File: src/hdl/rlpm_pkg.sv
package rlpm_pkg;

  localparam int SlotW  = 5;
  localparam int AddrW  = 32;
  localparam int IfaceW = 4;
  localparam int LenW   = 6;
  localparam int QDepth = 2;
  localparam int QPtrW  = 1;
  localparam int QCntW  = 2;

  typedef enum logic {
    REQ_WRITE  = 1'b0,
    REQ_LOOKUP = 1'b1
  } req_e;

  // One queued request; dest carries the lookup address for a lookup.
  typedef struct packed {
    req_e              kind;
    logic [SlotW-1:0]  slot;
    logic              valid;
    logic [AddrW-1:0]  dest;
    logic [AddrW-1:0]  mask;
    logic [AddrW-1:0]  gw;
    logic [IfaceW-1:0] iface;
    logic [LenW-1:0]   len;
  } cmd_t;

  // Stored route, prefix length precomputed at write time.
  typedef struct packed {
    logic [AddrW-1:0]  dest;
    logic [AddrW-1:0]  mask;
    logic [AddrW-1:0]  gw;
    logic [IfaceW-1:0] iface;
    logic [LenW-1:0]   len;
  } route_t;

  function automatic logic [3:0] pop8(input logic [7:0] v);
    logic [3:0] n;
    n = '0;
    for (int b = 0; b < 8; b++) begin
      n = n + 4'(v[b]);
    end
    return n;
  endfunction

  function automatic logic [LenW-1:0] popcount32(input logic [AddrW-1:0] v);
    logic [4:0] lo;
    logic [4:0] hi;
    lo = 5'(pop8(v[7:0])) + 5'(pop8(v[15:8]));
    hi = 5'(pop8(v[23:16])) + 5'(pop8(v[31:24]));
    return LenW'(lo) + LenW'(hi);
  endfunction

endpackage

File: src/hdl/rlpm_front.sv
module rlpm_front #(
  parameter int TABLE_DEPTH = 32,
  parameter int IFACE_COUNT = 16
) (
  input  logic                        start,
  input  logic                        full_i,
  input  logic                        req_type_i,
  input  logic [rlpm_pkg::SlotW-1:0]  slot_i,
  input  logic                        entry_valid_i,
  input  logic [rlpm_pkg::AddrW-1:0]  entry_dest_i,
  input  logic [rlpm_pkg::AddrW-1:0]  entry_mask_i,
  input  logic [rlpm_pkg::AddrW-1:0]  entry_gateway_i,
  input  logic [rlpm_pkg::IfaceW-1:0] entry_iface_i,
  input  logic [rlpm_pkg::AddrW-1:0]  lookup_addr_i,
  output logic                        push_o,
  output rlpm_pkg::cmd_t              cmd_o
);
  import rlpm_pkg::*;

  logic is_lookup;
  logic keep;

  assign is_lookup = (req_e'(req_type_i) == REQ_LOOKUP);

  // Drop writes aimed past the table or at an interface that does not exist.
  assign keep = is_lookup ||
                ((32'(slot_i) < 32'(TABLE_DEPTH)) && (32'(entry_iface_i) < 32'(IFACE_COUNT)));

  assign push_o = start && !full_i && keep;

  always_comb begin
    cmd_o.kind  = req_e'(req_type_i);
    cmd_o.slot  = slot_i;
    cmd_o.valid = entry_valid_i;
    cmd_o.dest  = is_lookup ? lookup_addr_i : entry_dest_i;
    cmd_o.mask  = entry_mask_i;
    cmd_o.gw    = entry_gateway_i;
    cmd_o.iface = entry_iface_i;
    cmd_o.len   = popcount32(entry_mask_i);
  end

endmodule

File: src/hdl/rlpm_queue.sv
module rlpm_queue (
  input  logic           clk_i,
  input  logic           rst_ni,
  input  logic           push_i,
  input  rlpm_pkg::cmd_t cmd_i,
  input  logic           pop_i,
  output rlpm_pkg::cmd_t cmd_o,
  output logic           empty_o,
  output logic           full_o
);
  import rlpm_pkg::*;

  cmd_t             mem_q [QDepth];
  logic [QPtrW-1:0] wr_ptr_q, wr_ptr_d;
  logic [QPtrW-1:0] rd_ptr_q, rd_ptr_d;
  logic [QCntW-1:0] cnt_q, cnt_d;
  logic             do_push;
  logic             do_pop;

  assign empty_o = (cnt_q == '0);
  assign full_o  = (cnt_q == QCntW'(QDepth));
  assign do_push = push_i && !full_o;
  assign do_pop  = pop_i && !empty_o;
  assign cmd_o   = mem_q[rd_ptr_q];

  always_comb begin
    wr_ptr_d = do_push ? wr_ptr_q + 1'b1 : wr_ptr_q;
    rd_ptr_d = do_pop ? rd_ptr_q + 1'b1 : rd_ptr_q;
    cnt_d    = cnt_q + QCntW'(do_push) - QCntW'(do_pop);
  end

  always_ff @(posedge clk_i) begin
    if (do_push) begin
      mem_q[wr_ptr_q] <= cmd_i;
    end
  end

  always_ff @(posedge clk_i or negedge rst_ni) begin
    if (!rst_ni) begin
      wr_ptr_q <= '0;
      rd_ptr_q <= '0;
      cnt_q    <= '0;
    end else begin
      wr_ptr_q <= wr_ptr_d;
      rd_ptr_q <= rd_ptr_d;
      cnt_q    <= cnt_d;
    end
  end

endmodule

File: src/hdl/rlpm_back.sv
module rlpm_back #(
  parameter int TABLE_DEPTH = 32
) (
  input  logic                        clk_i,
  input  logic                        rst_ni,
  input  logic                        empty_i,
  input  rlpm_pkg::cmd_t              cmd_i,
  output logic                        pop_o,
  output logic                        done_o,
  output logic                        found_o,
  output logic [rlpm_pkg::AddrW-1:0]  next_hop_o,
  output logic [rlpm_pkg::IfaceW-1:0] out_iface_o,
  output logic [rlpm_pkg::LenW-1:0]   match_len_o
);
  import rlpm_pkg::*;

  // Only slots reachable by the slot field are ever written.
  localparam int EffDepth = (TABLE_DEPTH < (1 << SlotW)) ? TABLE_DEPTH : (1 << SlotW);
  localparam int IdxW     = (EffDepth > 1) ? $clog2(EffDepth) : 1;
  localparam logic [IdxW-1:0] LastIdx = IdxW'(EffDepth - 1);

  typedef enum logic [3:0] {
    S_IDLE = 4'b0001,
    S_SCAN = 4'b0010,
    S_LAST = 4'b0100,
    S_OUT  = 4'b1000
  } state_e;

  state_e            state_q, state_d;
  route_t            mem [EffDepth];
  logic              valid_q [EffDepth];
  route_t            rd_q;
  logic              rd_valid_q;
  logic              chk_q;
  logic [IdxW-1:0]   idx_q, idx_d;
  logic [AddrW-1:0]  addr_q;
  logic              found_q;
  logic [LenW-1:0]   len_q;
  logic [AddrW-1:0]  gw_q;
  logic [IfaceW-1:0] iface_q;
  logic              wr_en;
  logic              start_scan;
  logic              hit;
  logic              better;
  logic [IdxW-1:0]   wr_idx;
  route_t            wr_entry;

  assign pop_o      = (state_q == S_IDLE) && !empty_i;
  assign wr_en      = pop_o && (cmd_i.kind == REQ_WRITE);
  assign start_scan = pop_o && (cmd_i.kind == REQ_LOOKUP);
  assign wr_idx     = cmd_i.slot[IdxW-1:0];

  always_comb begin
    wr_entry.dest  = cmd_i.dest;
    wr_entry.mask  = cmd_i.mask;
    wr_entry.gw    = cmd_i.gw;
    wr_entry.iface = cmd_i.iface;
    wr_entry.len   = cmd_i.len;
  end

  // Strict compare while scanning upward keeps the lowest slot on a tie.
  assign hit    = rd_valid_q && (((addr_q ^ rd_q.dest) & rd_q.mask) == '0);
  assign better = chk_q && hit && (!found_q || (rd_q.len > len_q));

  always_comb begin
    state_d = state_q;
    idx_d   = idx_q;
    unique case (state_q)
      S_IDLE: begin
        if (start_scan) begin
          state_d = S_SCAN;
          idx_d   = '0;
        end
      end
      S_SCAN: begin
        idx_d = idx_q + 1'b1;
        if (idx_q == LastIdx) begin
          state_d = S_LAST;
        end
      end
      S_LAST: state_d = S_OUT;
      S_OUT:  state_d = S_IDLE;
      default: state_d = S_IDLE;
    endcase
  end

  always_ff @(posedge clk_i) begin
    if (wr_en) begin
      mem[wr_idx] <= wr_entry;
    end
    rd_q <= mem[idx_q];
  end

  always_ff @(posedge clk_i) begin
    if (start_scan) begin
      addr_q <= cmd_i.dest;
    end
    if (better) begin
      gw_q    <= rd_q.gw;
      iface_q <= rd_q.iface;
    end
  end

  always_ff @(posedge clk_i or negedge rst_ni) begin
    if (!rst_ni) begin
      state_q    <= S_IDLE;
      idx_q      <= '0;
      chk_q      <= 1'b0;
      rd_valid_q <= 1'b0;
      found_q    <= 1'b0;
      len_q      <= '0;
      for (int i = 0; i < EffDepth; i++) begin
        valid_q[i] <= 1'b0;
      end
    end else begin
      state_q    <= state_d;
      idx_q      <= idx_d;
      chk_q      <= (state_q == S_SCAN);
      rd_valid_q <= valid_q[idx_q];
      if (wr_en) begin
        valid_q[wr_idx] <= cmd_i.valid;
      end
      if (start_scan) begin
        found_q <= 1'b0;
        len_q   <= '0;
      end else if (better) begin
        found_q <= 1'b1;
        len_q   <= rd_q.len;
      end
    end
  end

  assign done_o      = (state_q == S_OUT);
  assign found_o     = found_q;
  assign next_hop_o  = !found_q ? '0 : ((gw_q == '0) ? addr_q : gw_q);
  assign out_iface_o = found_q ? iface_q : '0;
  assign match_len_o = found_q ? len_q : '0;

endmodule

File: src/hdl/route_longest_prefix_match.sv
// A lookup waits in the queue until the back end is idle; the back end then scans
// the first min(TABLE_DEPTH,32) slots and reports on done_o. A route write is
// applied when it leaves the queue. The scan reads one route slot per cycle from
// the table, and a new lookup starts only after the last one has reported.
// Reset clears all valid bits at once; no clearing pass. The receiver cannot stall:
// done_o is high for a single cycle, and the result ports hold until the next scan.
module route_longest_prefix_match #(
  parameter int TABLE_DEPTH = 32,
  parameter int IFACE_COUNT = 16
) (
  input  logic                        clk_i,
  input  logic                        rst_ni,
  input  logic                        start,
  output logic                        busy,
  input  logic                        req_type_i,
  input  logic [rlpm_pkg::SlotW-1:0]  slot_i,
  input  logic                        entry_valid_i,
  input  logic [rlpm_pkg::AddrW-1:0]  entry_dest_i,
  input  logic [rlpm_pkg::AddrW-1:0]  entry_mask_i,
  input  logic [rlpm_pkg::AddrW-1:0]  entry_gateway_i,
  input  logic [rlpm_pkg::IfaceW-1:0] entry_iface_i,
  input  logic [rlpm_pkg::AddrW-1:0]  lookup_addr_i,
  output logic                        done_o,
  output logic                        found_o,
  output logic [rlpm_pkg::AddrW-1:0]  next_hop_o,
  output logic [rlpm_pkg::IfaceW-1:0] out_iface_o,
  output logic [rlpm_pkg::LenW-1:0]   match_len_o
);
  import rlpm_pkg::*;

  logic push;
  logic pop;
  logic q_empty;
  logic q_full;
  cmd_t front_cmd;
  cmd_t back_cmd;

  // Hold off new requests only while the request queue is full.
  assign busy = q_full;

  // Front: classify each request, drop writes that would be ignored, and
  // precompute the prefix length of a written mask.
  rlpm_front #(
    .TABLE_DEPTH (TABLE_DEPTH),
    .IFACE_COUNT (IFACE_COUNT)
  ) u_front (
    .start           (start),
    .full_i          (q_full),
    .req_type_i      (req_type_i),
    .slot_i          (slot_i),
    .entry_valid_i   (entry_valid_i),
    .entry_dest_i    (entry_dest_i),
    .entry_mask_i    (entry_mask_i),
    .entry_gateway_i (entry_gateway_i),
    .entry_iface_i   (entry_iface_i),
    .lookup_addr_i   (lookup_addr_i),
    .push_o          (push),
    .cmd_o           (front_cmd)
  );

  // Short queue so the front keeps taking requests while a scan runs.
  rlpm_queue u_queue (
    .clk_i   (clk_i),
    .rst_ni  (rst_ni),
    .push_i  (push),
    .cmd_i   (front_cmd),
    .pop_i   (pop),
    .cmd_o   (back_cmd),
    .empty_o (q_empty),
    .full_o  (q_full)
  );

  // Back: apply writes in order and scan the table for each lookup.
  rlpm_back #(
    .TABLE_DEPTH (TABLE_DEPTH)
  ) u_back (
    .clk_i       (clk_i),
    .rst_ni      (rst_ni),
    .empty_i     (q_empty),
    .cmd_i       (back_cmd),
    .pop_o       (pop),
    .done_o      (done_o),
    .found_o     (found_o),
    .next_hop_o  (next_hop_o),
    .out_iface_o (out_iface_o),
    .match_len_o (match_len_o)
  );

endmodule
File: config.mk
export PLATFORM = sky130hd
export DESIGN_NAME = route_longest_prefix_match
export DESIGN_NICKNAME = d
export VERILOG_FILES = /design/src/hdl/rlpm_pkg.sv /design/src/hdl/rlpm_front.sv /design/src/hdl/rlpm_queue.sv /design/src/hdl/rlpm_back.sv /design/src/hdl/route_longest_prefix_match.sv
export SDC_FILE = /design/constraint.sdc
export NUM_CORES = 2
export LEC_CHECK = 0
export ABC_AREA = 1
export BUFFER_PORTS_ARGS = -buffer_cell sky130_fd_sc_hd__buf_4
export CAP_MARGIN = 20
export CORE_UTILIZATION = 30
export DETAILED_ROUTE_END_ITERATION = 8
export PLACE_DENSITY_LB_ADDON = 0.15
export SYNTH_ARGS = -nofsm -noshare
export SYNTH_HDL_FRONTEND = slang
export SYNTH_SLANG_ARGS = --single-unit
File: constraint.sdc
create_clock -name clk_i -period 6.5 [get_ports clk_i]
set_input_delay 0.325 -clock clk_i [delete_from_list [all_inputs] [get_ports clk_i]]
set_output_delay 0.325 -clock clk_i [all_outputs]
set_load 0.05 [all_outputs]
---- Word level (Yosys, flattened, before mapping) ----
Memory sizes are Yosys's and may differ from the RTL's. A register that Yosys moved wholly into a read port is not among the register bits.
Index checks and enable logic that the tools add are counted.
word-level totals
  RAM bits ................................ 3618
  bits of input ports ..................... 142
  memories ................................ 2
  bits in registers ....................... 122
  output and inout bits ................... 45
  word-level logic and storage cells ...... 144
memory list
  name           depth  bits a word  read ports  clocked after memory_dff  wr ports  line              RTL
  u_back.mem     32     106          1           1                         1         rlpm_back.sv:30   route_t mem [EffDepth];
  u_queue.mem_q  2      113          1           0                         1         rlpm_queue.sv:13  cmd_t mem_q [QDepth];
operators by class
  muxes and demuxes ....................... 24
  bitwise gates (word level) .............. 5
  equality and inequality tests ........... 8
  reductions and logical operators ........ 21
  order comparisons ....................... 4
  $add $sub $neg .......................... 36
operators with widths
  operator                                                                      number
  4-bit by 1-bit adder with 4-bit output                                        24
  32-bit 2-to-1 mux                                                             3
  32-bit zero test                                                              2
  32-bit bitwise AND                                                            1
  32-bit bitwise mux                                                            1
  32-bit bitwise XOR                                                            1
  6-bit 2-to-1 mux                                                              3
  6-bit greater-or-equal comparator, second input constant                      2
  4-bit 2-to-1 mux                                                              3
  5-bit NOT with 6-bit output                                                   2
  4-bit case mux with 3 select lines                                            1
  4-bit by 4-bit adder with 5-bit output                                        2
  1-bit logical AND                                                             10
  5-bit case mux with 2 select lines                                            1
  1-bit 2-to-1 mux                                                              9
  1-bit by 1-bit adder with 2-bit output                                        4
  5-bit by 5-bit adder with 6-bit output                                        1
  6-bit greater-than comparator                                                 1
  6-bit by 1-bit less-than comparator with 1-bit output, second input constant  1
  5-bit by 1-bit adder with 5-bit output, second input constant                 1
  1-bit binary-select mux with 5-bit select                                     1
  1-bit demux with 5-bit select                                                 1
  5-bit equality test, second input constant                                    1
  5-bit 2-to-1 mux                                                              1
  15 further kinds                                                              21

---- Longest topological paths before layout ----
  depth after elaboration ................. 9
  depth in mapped cells ................... 16
  gate-level depth less buffers ........... 16

---- By module ----
A second synthesis with hierarchy kept.
second synthesis, totals
  cell total of the unflattened synthesis .. 12091
  area, all modules ....................... 152184.7 sq um
by module, submodules not included
  module      area an instance (sq um)  cells an instance  sequential area each (sq um)  instances
  rlpm_back   141723.4                  11198              107274.1                      1
  rlpm_queue  8475.6                    624                6886.6                        1
  rlpm_front  1985.7                    269                0.0                           1

---- Worst setup path before layout ----
OpenSTA, ideal clock, no wires.
  path type ............................... reg-to-reg
  start ................................... register u_queue.rd_ptr_q
  end ..................................... register u_back.valid_q[10] (netlist bit)
  cell stages (with the launch flop) ...... 9
  path buffers ............................ 0
  setup slack ............................. 0.106 ns
  library setup time ...................... 0.360 ns
  arrival time ............................ 6.034 ns
  clock period less this slack ............ 6.394 ns
  data required time ...................... 6.140 ns
  cells stage by stage .................... dfrtp_1 -> inv_2 -> or2_1 -> o21ai_2 -> inv_4 -> nor3_4 -> inv_2 -> nor2_1 -> o21ai_0
on the way
  cells in the longest elaborated chain, start to end .. 7
  elaborated cells on any way between the ends .. 10
  classes of those cells .................. 2 x order compare; 3 x mux; 2 x bitwise; 2 x reduce/logical; 1 x memory
ends and longest elaborated chain
  element                                                                                                                                  line              RTL
  from (decl)                                                                                                                              rlpm_queue.sv:15  logic [QPtrW-1:0] rd_ptr_q, rd_ptr_d;
  from (signal assigned)                                                                                                                   rlpm_queue.sv:45  rd_ptr_q <= rd_ptr_d;
  memory read 2 x 113 bit *                                                                                                                n/a
  5-bit NOT with 6-bit output (implied by the code)                                                                                        rlpm_back.sv:121  valid_q[wr_idx] <= cmd_i.valid;
  6-bit greater-or-equal comparator (implied by the code) / 6-bit by 1-bit less-than comparator with 1-bit output (equally long branches)  rlpm_back.sv:121
  1-bit logical AND (implied by the code)                                                                                                  rlpm_back.sv:121
  1-bit 2-to-1 mux (implied by the code)                                                                                                   rlpm_back.sv:121
  1-bit demux with 5-bit select                                                                                                            rlpm_back.sv:121
  32-bit bitwise mux                                                                                                                       rlpm_back.sv:121
  to (signal, indexed assignment)                                                                                                          rlpm_back.sv:121
  to (decl)                                                                                                                                rlpm_back.sv:31   logic valid_q [EffDepth];
Every way passes the cells marked *; elsewhere a longest branch is shown, timed or not.
A chain may end at the register's enable or synchronous reset.

==> out/results.md <==
| Item | This run |
|:---|:---|
| Req. time, crit path | 7300 ps |
| Number of cells produced by synthesis | 10,700 |
| Critical path start-end classification | in2reg |
| Post-route clock period utilization | 76.72% |
| Floorplan die width | 710.8 um |
| Met3 track utilization from global routing | 2.862% |
| Hold WC Path Type | in2reg |
| Count of warnings emitted by yosys | 0 |
| Clock transition at the registers of the reported paths | 60 ps |
| Transition time at the pin with the least slew margin | 1219 ps |
| Residual DRC count | 0 |
| Post-synthesis net count | 10,893 |
| Fin nets | 11,200 |
| Netlist Area Pre-Place | 150,700 um2 |
| Worst Hold Margin | 105.1 ps |
| Later-pin clock latency in the skew report | 1020 ps |
| Count of pins on the block boundary | 187 |
| Aggregate global routing overflow | 0 |
| Vias in the first global route | 91,697 |
| Clock tree from TritonCTS | done |
| Worst path cell trace | dlygate4sd3_1 > buf_4 > ha_1 > inv_1 > fa_1 > fa_1 > fa_1 > fa_1 > inv_1 > fa_1 > inv_1 > fa_1 > inv_1 > ha_1 > inv_1 > fa_1 > o21ai_0 |
| Flip-flop and latch count after synthesis | 3,846 |
| Result of the run | completed |
| Area enclosed by the die boundary | 505,300 um2 |
| Unrepaired setup endpoints after global routing | false |
| Kind of end point of the critical path | flip-flop |
| Share of synthesized flip-flops with an asynchronous set or reset | 1.404% |
| Most Used Layer, Global Route | met2 |
| Cell area after layout | 177,300 um2 |
| Most used cell, CP | fa_1 |
| Sink count of the clock tree | 3,846 |
| Initial antenna violation count | 31 |
| Core outline area | 499,100 um2 |
| Fraction of layout instances using a drive strength above 1 | 10.22% |
| Final Instance Count excl. Fillers | 18,032 |
| Final setup violation count | 0 |
| Data arrival time of the critical path | 5790 ps |
| Worst-case vdd ir drop | 333.9 uV |
| Share of synthesized area occupied by flip-flops and latches | 75.74% |
| Tmin final | 4987 ps |
| Utilization after layout | 35.53% |
| Count of input and output buffers | 186 |
| Overall routed net length | 516.7 mm |
| Vias post-DR | 93,529 |
| Most frequently used flop master after synthesis | edfxtp_1 |
| Final hold viol count | 0 |
| Number of placed instances, taps included | 16,990 |
| Post-Place Worst Slack | 986.6 ps |
| Initial core utilization | 30.20% |
| Setup fix buffers added after clock tree synthesis | 0 |
| Global routing usage on met2 | 32.27% |
| Placed inst area | 160,500 um2 |
| Initial drt markers | 9,304 |
| Wire length of the first global-routing pass | 720.1 mm |
| Met1 track demand over resource | 27.77% |
| Max-capacitance violation count | 0 |
| Post-DP HPWL | 258.9 mm |
| Standard-cell row count | 259 |
| Highest cell delay on the worst timing path | 560 ps |
| Average wire length per cell after detail routing | 28.65 um |
| Worst path setup slack after routing | 1513 ps |
| Post-route total power | 76.59 mW |
| F_max | 200.5 MHz |
| Sum of negative setup slack | 0 ps |
| Post-synthesis average cell area | 14.09 um2 |
| Largest fanout on the critical path | 2 |
| Layout Area Growth over Synthesis | 17.64% |
| Total global-route track usage | 19.73% |
| Commonest cells after routing, fill and taps aside | 3,686 x edfxtp_1, 1,003 x inv_1, 899 x a21oi_1, 885 x o21ai_0 |
| Maximum clock skew at final layout | 70.53 ps |
| Inserted Clock Buffers | 430 |
| Relative slew slack | 18.72% |
| Cell type of the slowest stage on the worst timing path | fa_1 |
| Gpl congestion | 0.7900 |
| Number of pins with negative max-slew slack in the final report | 0 |
| Root buf cell | clkbuf_16 |
| Number of nets still failing antenna checks after routing | 0 |
| First-pass iteration count of the detailed router | 6 |
| Number of enable-type register cells in the synthesized netlist | 3,686 |
| Static Leak | 58.85 nW |
| Die Ht | 710.8 um |
| Number of H-tree levels | 5 |
| Largest net degree at the start of global routing | 210 |
| Category of the worst setup path launch point | input pin |
| Number of buffers on the longest clock path | 4 |
| Power per standard cell area | 431.9 nW/um2 |
| Most common cell after layout, fill and taps aside | edfxtp_1 |
| Number of vias per cell | 5.187 |
| Number of distinct library cells after synthesis | 46 |
[critical path, delay by kind of cell]
family          cells  cell delay [ps]
compound gates      1              260
fa+ha+maj           9             3870
buf+inv             7             1310
[cells in the mapped netlist, drive strengths merged, types with 53 or more instances]
cell type	instances	area (um2)
o2111ai	853	7471
a21oi	900	4508
edfxtp	3686	110700
nand2	605	2273
inv	1043	3918
o21ai	908	4556
nand3	683	3418
or3	853	5336
clkbuf	515	1933
dfxtp	106	2122
buf	260	1149
dfrtp	53	1326
nor2	86	340.3
[per-layer routing]
metal,vias up,share of wire (%)
li1,41448,-
met1,48521,45
met2,2895,47
met3,655,5.9
met4,10,2.3
met5,-,0.012
[repair_timing]
action / in CTS / in global routing
hold endpoints to repair: 273 / 0
hold buffers: 191 / 0
gates resized for setup: 0 / 0
[report_power, final]
part / switching, mW / internal, mW
sequential: 1.23 / 32.4
combinational: 13.9 / 5.21
clock: 10.2 / 13.7
[state kept, by name (all words and copies together) (netlist names)]
signal	flops
u_back.len_q	6
u_back.gw_q	32
u_queue.cnt_q	2
u_back.addr_q	32
u_back.valid_q	32
u_back.rd_valid_q	1
u_queue.mem_q	226
u_back.rd_q	106
u_back.mem	3392
u_back.idx_q	5
u_back.found_o	1
u_queue.rd_ptr_q	1
u_queue.wr_ptr_q	1
u_back.state_q	4
u_back.chk_q	1
u_back.iface_q	4
[final timing paths]
kind,startpoint,endpoint,slack [ps],cells after the start
max,entry_mask_i[8],u_queue.mem_q[0][5],1510,17
min,entry_gateway_i[30],u_queue.mem_q[0][40],110,2
max reg2reg,u_queue.rd_ptr_q,u_back.mem[6][88],1870,8
min reg2reg,u_back.rd_q[16],u_back.gw_q[6],400,0
max in group asynchronous,rst_ni,u_queue.rd_ptr_q,5730,4
min in group asynchronous,rst_ni,u_queue.wr_ptr_q,420,4
[cell type report]
cell class	count	area, um2
Fill cell	47780	321700
Sequential cell	3846	114200
Multi-Input combinational cell	5035	29620
Clock buffer	582	11700
Tap cell	6655	8327
Timing Repair Buffer	650	7375
Inverter	1044	4151
Clock inverter	212	1937
Antenna cell	8	20.02
[logic make-up after synthesis]
| family | synth area share, % |
|---|---|
| xor+xnor | 0.05230 |
| compound gates | 10.99 |
| flops | 75.74 |
| buf+inv | 4.646 |
| simple gates | 7.787 |
| fa+ha+maj | 0.5429 |
| mux | 0.2391 |
Note: power is estimated with default switching activity, not from simulation.
